[config.mk]
export PLATFORM = sky130hd
export DESIGN_NAME = spi_clock_divider_search
export DESIGN_NICKNAME = d
export VERILOG_FILES = /design/src/rtl/scds_pkg.sv /design/src/rtl/scds_divider.sv /design/src/rtl/spi_clock_divider_search.sv
export SDC_FILE = /design/constraint.sdc
export NUM_CORES = 1
export LEC_CHECK = 0
export BUFFER_PORTS_ARGS = -buffer_cell sky130_fd_sc_hd__buf_4
export CORE_ASPECT_RATIO = 0.8
export CORE_UTILIZATION = 35
export DETAILED_ROUTE_END_ITERATION = 16
export GPL_ROUTABILITY_DRIVEN = 0
export HOLD_SLACK_MARGIN = 0.1
export MAX_ROUTING_LAYER = met4
export PLACE_DENSITY = 0.53
export SYNTH_ARGS = -nofsm -noshare
export SYNTH_HDL_FRONTEND = slang
export SYNTH_SLANG_ARGS = --single-unit
[constraint.sdc]
create_clock -name clk -period 7.6 [get_ports clk]
set_input_delay 0 -clock clk [delete_from_list [all_inputs] [get_ports clk]]
set_output_delay 0 -clock clk [all_outputs]
set_load 0.02 [all_outputs]
[src/rtl/scds_pkg.sv]
// Shared types and constants for the SPI clock divider search block.
// No dependencies; imported by every module of the block.
`default_nettype none

package scds_pkg;

	localparam int CLK_W   = 28;           // input clock register width
	localparam int REQ_W   = 32;           // requested rate width
	localparam int DEN_W   = 40;           // m * requested rate, m up to 256
	localparam int M_W     = 9;            // multiplier 1..256
	localparam int ACH_W   = 27;           // achieved rate width
	localparam int PS_W    = 8;            // prescale / rate field width
	localparam int OUT_W   = 48;           // result tdata, padded to bytes
	localparam int STEP_W  = $clog2(CLK_W);

	localparam logic [CLK_W-1:0] CLK_RESET = CLK_W'(100000000);
	localparam logic [M_W-1:0]   M_FIRST   = M_W'(1);
	localparam logic [M_W-1:0]   M_MAX     = M_W'(256);
	localparam logic [CLK_W-1:0] Q_LIMIT   = CLK_W'(255);
	localparam logic [CLK_W-1:0] P_MIN     = CLK_W'(2);
	localparam logic [CLK_W-1:0] P_MAX     = CLK_W'(254);

	typedef enum logic [2:0] {
		ST_IDLE,
		ST_MUL,
		ST_DIV_GO,
		ST_DIV_WAIT,
		ST_FMUL,
		ST_FDIV_GO,
		ST_FDIV_WAIT,
		ST_EMIT
	} scds_state_t;

	// Divider handshake back to the sequencer
	typedef struct packed {
		logic busy;
		logic done;
	} scds_div_stat_t;

endpackage

`default_nettype wire

[src/rtl/scds_divider.sv]
// Shared restoring divider: CLK_W-bit dividend by DEN_W-bit divisor, one bit a cycle.
// Depends on scds_pkg.
`default_nettype none

module scds_divider
	import scds_pkg::*;
(
	input  wire logic             clk,
	input  wire logic             arst_n,
	input  wire logic             start,
	input  wire logic [CLK_W-1:0] dividend,
	input  wire logic [DEN_W-1:0] divisor,
	output scds_div_stat_t        stat,
	output logic [CLK_W-1:0]      quotient
);

	logic              busy_q;
	logic              done_q;
	logic [STEP_W-1:0] cnt_q;
	logic [CLK_W-1:0]  rem_q;
	logic [CLK_W-1:0]  quo_q;
	logic [DEN_W-1:0]  den_q;

	logic [CLK_W:0]    trial;
	logic              fits;
	logic [CLK_W:0]    diff;
	logic [CLK_W-1:0]  rem_next;

	// remainder stays below divisor and below 2^CLK_W, so CLK_W bits hold it
	assign trial    = {rem_q, quo_q[CLK_W-1]};
	assign fits     = {{(DEN_W-CLK_W-1){1'b0}}, trial} >= den_q;
	assign diff     = trial - den_q[CLK_W:0];
	assign rem_next = fits ? diff[CLK_W-1:0] : trial[CLK_W-1:0];

	always_ff @(posedge clk or negedge arst_n) begin
		if (!arst_n) begin
			busy_q <= 1'b0;
			done_q <= 1'b0;
			cnt_q  <= '0;
		end else begin
			done_q <= 1'b0;
			if (start) begin
				busy_q <= 1'b1;
				cnt_q  <= '0;
			end else if (busy_q) begin
				cnt_q <= cnt_q + STEP_W'(1);
				if (cnt_q == STEP_W'(CLK_W-1)) begin
					busy_q <= 1'b0;
					done_q <= 1'b1;
				end
			end
		end
	end

	always_ff @(posedge clk) begin
		if (start) begin
			rem_q <= '0;
			quo_q <= dividend;
			den_q <= divisor;
		end else if (busy_q) begin
			rem_q <= rem_next;
			quo_q <= {quo_q[CLK_W-2:0], fits};
		end
	end

	assign stat.busy = busy_q;
	assign stat.done = done_q;
	assign quotient  = quo_q;

endmodule

`default_nettype wire

[src/rtl/spi_clock_divider_search.sv]
// SPI clock divider search: top level with the search sequencer and result cache.
// Depends on scds_pkg and scds_divider.
//
// Usage:
//  - cfg_wr_en / cfg_wr_data load the input clock in hertz (reset 100 MHz).
//    A write clears the cached result. Write only while the block is idle.
//  - s_axis carries one requested bit rate per request (tdata = requested_hz).
//    s_axis_tready is high only while the sequencer is idle.
//  - m_axis returns one result per request: prescale, rate field (m-1),
//    achieved rate and the out-of-range flag.
//  - A request equal to the cached one is answered from the cache, going straight to the emit state.
//  - Otherwise m runs from 1 upward; each trial is a 9x32 multiply and a
//    restoring division on the shared divider. A final prescale*m division
//    gives the achieved rate. The worst case is 256 trials; the trial loop
//    on the divider sets it.
//  - A zero request skips the search (m = 256, flag set), unless it matches the cleared cache after reset or a write.
//  - The result sits in an output register; a new request is taken while it
//    waits. If the receiver stalls, a finished search waits in the emit state
//    until the output register frees up.
//  - Reset clears the cache and the output valid, and sets the clock to 100 MHz.
`default_nettype none

module spi_clock_divider_search
	import scds_pkg::*;
(
	input  wire logic             clk,
	input  wire logic             arst_n,
	input  wire logic             cfg_wr_en,
	input  wire logic [CLK_W-1:0] cfg_wr_data,   // input_clock_hz
	input  wire logic             s_axis_tvalid,
	output logic                  s_axis_tready,
	input  wire logic [REQ_W-1:0] s_axis_tdata,  // [31:0] requested_hz
	output logic                  m_axis_tvalid,
	input  wire logic             m_axis_tready,
	output logic [OUT_W-1:0]      m_axis_tdata   // [7:0] prescale_divisor,
	                                             // [15:8] rate_field,
	                                             // [42:16] achieved_hz,
	                                             // [43] out_of_range, [47:44] zero
);

	scds_state_t state_q, state_d;

	logic [CLK_W-1:0] clk_hz_q;
	logic [REQ_W-1:0] req_q;
	logic [M_W-1:0]   m_q;
	logic [DEN_W-1:0] prod_q;
	logic [PS_W-1:0]  ps_q;
	logic             found_q;

	// cache
	logic [REQ_W-1:0] c_req_q;
	logic [ACH_W-1:0] c_ach_q;
	logic [PS_W-1:0]  c_ps_q;
	logic [PS_W-1:0]  c_rate_q;
	logic             c_flag_q;

	logic [OUT_W-1:0] out_q;
	logic             out_vld_q;

	logic             in_acc;
	logic             out_free;
	logic             div_start;
	scds_div_stat_t   div_stat;
	logic [CLK_W-1:0] div_quo;

	logic [CLK_W-1:0] p_clamp;
	logic [PS_W-1:0]  p_even;
	logic             q_fits;
	logic [M_W-1:0]   m_less;

	assign in_acc   = s_axis_tvalid && s_axis_tready;
	assign out_free = !out_vld_q || m_axis_tready;
	assign q_fits   = div_quo < Q_LIMIT;
	assign m_less   = m_q - M_FIRST;

	// clamp to 2..254 then round up to even; a quotient of 255 or more becomes 254
	always_comb begin
		priority if (div_quo < P_MIN) begin
			p_clamp = P_MIN;
		end else if (div_quo > P_MAX) begin
			p_clamp = P_MAX;
		end else begin
			p_clamp = div_quo;
		end
		p_even = (p_clamp[PS_W-1:0] + PS_W'(1)) & ~PS_W'(1);
	end

	scds_divider u_div (
		.clk      (clk),
		.arst_n   (arst_n),
		.start    (div_start),
		.dividend (clk_hz_q),
		.divisor  (prod_q),
		.stat     (div_stat),
		.quotient (div_quo)
	);

	always_ff @(posedge clk or negedge arst_n) begin
		if (!arst_n) begin
			state_q <= ST_IDLE;
		end else begin
			state_q <= state_d;
		end
	end

	always_comb begin
		state_d       = state_q;
		s_axis_tready = 1'b0;
		div_start     = 1'b0;
		unique case (state_q)
			ST_IDLE: begin
				s_axis_tready = 1'b1;
				if (s_axis_tvalid) begin
					priority if (s_axis_tdata == c_req_q) begin
						state_d = ST_EMIT;
					end else if (s_axis_tdata == '0) begin
						state_d = ST_FMUL;
					end else begin
						state_d = ST_MUL;
					end
				end
			end
			ST_MUL:      state_d = ST_DIV_GO;
			ST_DIV_GO: begin
				div_start = 1'b1;
				state_d   = ST_DIV_WAIT;
			end
			ST_DIV_WAIT: begin
				if (div_stat.done) begin
					if (q_fits || m_q == M_MAX) begin
						state_d = ST_FMUL;
					end else begin
						state_d = ST_MUL;
					end
				end
			end
			ST_FMUL:     state_d = ST_FDIV_GO;
			ST_FDIV_GO: begin
				div_start = 1'b1;
				state_d   = ST_FDIV_WAIT;
			end
			ST_FDIV_WAIT: begin
				if (div_stat.done) begin
					state_d = ST_EMIT;
				end
			end
			ST_EMIT: begin
				if (out_free) begin
					state_d = ST_IDLE;
				end
			end
			default:     state_d = ST_IDLE;
		endcase
	end

	// search datapath
	always_ff @(posedge clk) begin
		unique case (state_q)
			ST_IDLE: begin
				if (in_acc) begin
					req_q <= s_axis_tdata;
					if (s_axis_tdata == '0) begin
						m_q     <= M_MAX;
						ps_q    <= P_MAX[PS_W-1:0];
						found_q <= 1'b0;
					end else begin
						m_q <= M_FIRST;
					end
				end
			end
			ST_MUL: begin
				prod_q <= DEN_W'(m_q) * DEN_W'(req_q);
			end
			ST_DIV_WAIT: begin
				if (div_stat.done) begin
					if (q_fits || m_q == M_MAX) begin
						ps_q    <= p_even;
						found_q <= q_fits;
					end else begin
						m_q <= m_q + M_FIRST;
					end
				end
			end
			ST_FMUL: begin
				prod_q <= DEN_W'(ps_q) * DEN_W'(m_q);
			end
			default: begin
			end
		endcase
	end

	// config register, cache and output register
	always_ff @(posedge clk or negedge arst_n) begin
		if (!arst_n) begin
			clk_hz_q  <= CLK_RESET;
			c_req_q   <= '0;
			c_ach_q   <= '0;
			c_ps_q    <= '0;
			c_rate_q  <= '0;
			c_flag_q  <= 1'b0;
			out_vld_q <= 1'b0;
		end else begin
			if (cfg_wr_en) begin
				clk_hz_q <= cfg_wr_data;
				c_req_q  <= '0;
				c_ach_q  <= '0;
				c_ps_q   <= '0;
				c_rate_q <= '0;
				c_flag_q <= 1'b0;
			end else if (state_q == ST_FDIV_WAIT && div_stat.done) begin
				c_req_q  <= req_q;
				c_ach_q  <= div_quo[ACH_W-1:0];
				c_ps_q   <= ps_q;
				c_rate_q <= m_less[PS_W-1:0];
				c_flag_q <= !found_q;
			end
			if (state_q == ST_EMIT && out_free) begin
				out_vld_q <= 1'b1;
			end else if (m_axis_tready) begin
				out_vld_q <= 1'b0;
			end
		end
	end

	always_ff @(posedge clk) begin
		if (state_q == ST_EMIT && out_free) begin
			out_q <= {{(OUT_W-ACH_W-2*PS_W-1){1'b0}}, c_flag_q, c_ach_q, c_rate_q, c_ps_q};
		end
	end

	assign m_axis_tvalid = out_vld_q;
	assign m_axis_tdata  = out_q;

endmodule

`default_nettype wire

; Word level (Yosys, flattened, before mapping)
; Cells that the tools add are included.
[totals]
regBits = 345
latch_bits = 0
mem_bits_rw = 0
mem_bits_ro = 0
inputBits = 65
out_inout_bits = 50
word_cells = 119
mem_count = 0
[op_classes]
addsub = 5
n_mul = 2
div_mod_pow = 0
n_lt_le_gt_ge = 4
n_eq_ne = 18
shift = 0
muxes = 51
bitwise = 0
n_reduce_logical = 19
[ops]
columns = operator, n
row1 = 28-bit two-way mux, 3
row2 = 8-bit two-way mux, 10
row3 = 40-bit case mux with 2 select lines, 1
row4 = 32-bit two-way mux, 2
row5 = 27-bit two-way mux, 2
row6 = 29-bit by 40-bit >= comparator with 1-bit output, 1
row7 = 9-bit by 32-bit multiplier with 40-bit output, 1
row8 = 9-bit two-way mux, 4
row9 = 32-bit == test, 1
row10 = 32-bit zero test, 1
row11 = "28-bit by 8-bit greater-than comparator with 1-bit output, second input constant", 1
row12 = "28-bit by 2-bit < comparator with 1-bit output, second input constant", 1
row13 = "28-bit by 8-bit < comparator with 1-bit output, second input constant", 1
row14 = 28-bit subtractor, 1
row15 = 3-bit case mux with 8 select lines, 1
row16 = 3-bit two-way mux, 7
row17 = 9-bit case mux with 2 select lines, 1
row18 = 8-bit by 9-bit multiplier with 17-bit output, 1
row19 = 1-bit two-way mux, 16
row20 = 8-bit case mux with 2 select lines, 1
row21 = "3-bit == test, second input constant", 4
row22 = "2-bit inequality test, second input constant", 6
row23 = 5-bit two-way mux, 2
row24 = 2-bit nonzero test, 5
row25 = other kinds (18), 25

; Logic depth before layout (Yosys ltp)
[depth]
word_depth = 7
mapped_depth = 22
ltp_nobuf = 20

; Modules after synthesis
; Synthesis repeated with hierarchy kept, for this count alone.
[hier_totals]
hier_cells = 2658
area_unflattened_um2 = 26307.7
[by_module_without_submodules]
columns = module, n_inst, cells_per_inst, area_each_um2, seq_area_each_um2
row1 = spi_clock_divider_search, 1, 2122, 20712.4, 6656.4
row2 = scds_divider, 1, 536, 5595.4, 2777.7

; Worst setup path after synthesis
; Ideal clock, no wire load.
[synth_timing]
kind = register to register
from = register m_q[6]
to = register prod_q[38] (data pin)
setup_time_ps = 147
arrival_time_ps = 5375
required_time_ps = 7453
slack_ps = 2078
path_stages_with_launch = 21
path_buffers = 3
period_less_slack_ps = 5522
path_cell_list = edfxtp_1 > clkbuf_1 > clkbuf_1 > clkbuf_1 > nand2_1 > fa_1 > fa_1 > inv_1 > fa_1 > inv_1 > fa_1 > inv_1 > ha_1 > a2111o_1 > o2111ai_2 > o21ai_1 > a31o_1 > a311oi_1 > a21oi_1 > or3_1 > a21oi_1
[synth_between]
elab_chain_len = 2
[synth_lines]
columns = element, line
row1 = start: declaration, spi_clock_divider_search.sv:45  ; logic [M_W-1:0] m_q;
row2 = start signal: assignment, spi_clock_divider_search.sv:180  ; m_q <= m_q + M_FIRST;
row3 = 9-bit by 32-bit multiplier with 40-bit output, spi_clock_divider_search.sv:172  ; prod_q <= DEN_W'(m_q) * DEN_W'(req_q);
row4 = 40-bit case mux with 2 select lines, spi_clock_divider_search.sv:158  ; unique case (state_q)
row5 = end signal: assignment, spi_clock_divider_search.sv:172
row6 = end signal: assignment, spi_clock_divider_search.sv:185  ; prod_q <= DEN_W'(ps_q) * DEN_W'(m_q);
row7 = end: declaration, spi_clock_divider_search.sv:46  ; logic [DEN_W-1:0] prod_q;
; Every way passes these cells.
; A chain may end at the register's enable or synchronous reset.

; Worst setup path in the final report
[layout_timing]
from = register m_q[7]
to = register prod_q[38] (data pin)
; Same word-level chain as after synthesis.

==> impl_metrics.env <==
export IMPL_status="finished, final reports clean"
export IMPL_clk_path_buf_depth=3
export IMPL_ys_warn_count=0
export IMPL_p_leak_nw=13.3
export IMPL_cts_tree="yes"
export IMPL_drtPass1Iterations=6
export IMPL_dieArea_um2=75600
export IMPL_critical_path_arrival_ns=6.91
export IMPL_slew_violations=0
export IMPL_setup_violations=0
export IMPL_first_global_vias=18691
export IMPL_tns_ns=0
export IMPL_area_delta_synth_final_pct=14.4
export IMPL_grt_pass1_wl_um=106000
export IMPL_hold_slack_ns=0.183
export IMPL_worst_slew_pin_transition_ns=1.34
export IMPL_final_common_cell="nand2_1"
export IMPL_rsz0062_at_grt="false"
export IMPL_fin_crit_sh=0.855
export IMPL_fmax_mhz=154
export IMPL_finalPower_mw=4.15
export IMPL_clk_pin_slew_ns=0.08
export IMPL_drive_gt1_frac=0.104
export IMPL_maxSlewHeadroom=0.107
export IMPL_grt_overflow=0
export IMPL_ant_nets=0
export IMPL_synth_distinct_cells=76
export IMPL_layout_common_cells="nand2_1, inv_1, fa_1, and2_1, edfxtp_1"
export IMPL_hp_class="input port to flip-flop"
export IMPL_nFillCells=7250
export IMPL_cts_buffers=37
export IMPL_wl_per_cell_um=17.9
export IMPL_critPathKind="flip-flop to flip-flop"
export IMPL_hold_viol=0
export IMPL_clock_sink_count=342
export IMPL_num_vias=18531
export IMPL_io_pins=115
export IMPL_syn_area_um2=26100
export IMPL_drcViolationCount=0
export IMPL_synth_edf_count=200
export IMPL_htree_levels=2
export IMPL_final_nets=3155
export IMPL_dpl_hpwl_um=49400
export IMPL_cap_violations=0
export IMPL_grt_antenna_before_repair=1
export IMPL_end_kind="flip-flop"
export IMPL_cts_resized=0
export IMPL_grt_start_max_net_pins=79
export IMPL_die_h_um=246
export IMPL_fin_skew_ns=0.0223
export IMPL_crit_fanout=32
export IMPL_async_flop_share=0.333
export IMPL_powerDensity_nw_per_um2=139
export IMPL_syn_area_per_cell_um2=10.0
export IMPL_drt_first_iter_violations=1088
export IMPL_synth_ff_type="edfxtp_1"
export IMPL_cts_root_buf="clkbuf_16"
export IMPL_min_period_ns=6.50
export IMPL_start_util=0.354
export IMPL_synth_cells=2604
export IMPL_wirelength_um=67000
export IMPL_synth_seq_area_share=0.362
export IMPL_clk_latency_ns=0.58
export IMPL_die_w_um=307
export IMPL_start_kind="flip-flop"
export IMPL_grt_usage=0.185
export IMPL_io_buffers=109
export IMPL_n_antenna_cell=0
export IMPL_core_area_um2=73700
export IMPL_required_ns=8.01
export IMPL_row_count=89
export IMPL_peakVddDrop_v=0.000136
export IMPL_ys_ff_latch=342
export IMPL_routed_via_density=4.95
==> stage by stage <==
step	worst slack, ns	std cells	area [µm²]	utilization
after floorplan	2.08	2608	26100	-
after global placement	1.37	3597	27800	0.377
after detailed placement	1.21	3597	27800	0.377
after CTS	1.15	3742	29800	0.405
after global routing	0.800	3742	29800	0.405
final	1.10	3742	29800	0.405
==> Yosys cell counts (43+ instances only) <==
cell type,instances,area [µm²]
ha_1,131,1640
dfrtp_1,102,2550
edfxtp_1,200,6010
xnor2_1,84,736
a21o_1,43,323
a21oi_1,138,691
nand2_1,383,1440
clkbuf_1,119,447
nor2_1,128,480
fa_1,246,4920
inv_1,338,1270
and2_1,217,1360
mux2_2,55,619
o21ai_0,44,220
==> path summary, 6_finish.rpt <==
| kind | endpoint | slack, ns | cells past startpoint | start |
|---|---|---|---|---|
| worst min-delay path | req_q[18] | 0.18 | 2 | s_axis_tdata[18] |
| worst max-delay path | prod_q[38] | 1.10 | 16 | m_q[7] |
| max in group asynchronous | c_ach_q[26] | 6.10 | 4 | arst_n |
| min in group asynchronous | clk_hz_q[8] | 0.55 | 3 | arst_n |
| worst max register to register | prod_q[38] | 1.10 | 16 | m_q[7] |
| worst min register to register | u_div.den_q[4] | 0.41 | 0 | prod_q[4] |
==> registers in the layout, indices dropped and copies added (netlist names), 27 cells and up <==
name and count:
c_ach_q 27, c_req_q 32, clk_hz_q 28, m_axis_tdata 43, prod_q 40, req_q 32
u_div.den_q 40, u_div.quotient 28, u_div.rem_q 28
==> worst max-delay path: stages (launching register included) <==
cell and delay (ns):
edfxtp_1 1.24, and2_1 0.29, fa_1 0.46, fa_1 0.52
fa_1 0.54, inv_1 0.05, fa_1 0.53, inv_1 0.04
ha_1 0.35, a2111o_1 0.43, o2111ai_2 0.34, o21ai_1 0.24
a31o_1 0.28, a311oi_1 0.41, a21oi_1 0.14, or3_1 0.32
a21oi_1 0.15
==> routing by layer <==
layer | routed length [µm] | part of all wire | up-vias | track usage
met2 | 29700 | 0.44 | 417 | 0.270
met5 | 0 | 0 | - | -
met3 | 3380 | 0.050 | 70 | 0.0281
met4 | 1170 | 0.017 | 0 | 0.0402
li1 | - | - | 8658 | -
met1 | 32800 | 0.49 | 9386 | 0.269
==> power by group <==
part / switching [mW] / internal (mW)
Clock: 0.796 / 1.11
Combinational: 0.116 / 0.123
Sequential: 0.0220 / 1.99
Total: 0.934 / 3.22
==> logic make-up (layout without fill, tap and decap cells) <==
| family | Yosys count | in the layout | share of synthesized area |
|---|---|---|---|
| simple gates | 866 | 866 | 0.157 |
| buf+inv | 483 | 616 | 0.0719 |
| fa+ha+maj | 377 | 377 | 0.252 |
| compound gates | 342 | 342 | 0.0859 |
| flops | 342 | 342 | 0.362 |
| xor+xnor | 116 | 116 | 0.0390 |
| mux | 77 | 77 | 0.0324 |
| other cells | 1 | 5 | 0.000144 |
==> area by class of cell <==
| class | count | area (µm²) | area share |
|---|---|---|---|
| Sequential cell | 342 | 9430 | 0.316 |
| Clock inverter | 22 | 270 | 0.00906 |
| Inverter | 338 | 1270 | 0.0425 |
| Clock buffer | 45 | 987 | 0.0331 |
| Tap cell | 1001 | 1250 | 0.0420 |
| Timing Repair Buffer | 211 | 1800 | 0.0602 |
| Multi-Input combinational cell | 1783 | 14800 | 0.497 |
==> repair_timing <==
item	CTS	global route
endpoints found under the hold margin	139	0
buffers inserted	0	0
hold buffers	78	0
Note: power is estimated with default switching activity, not from simulation.
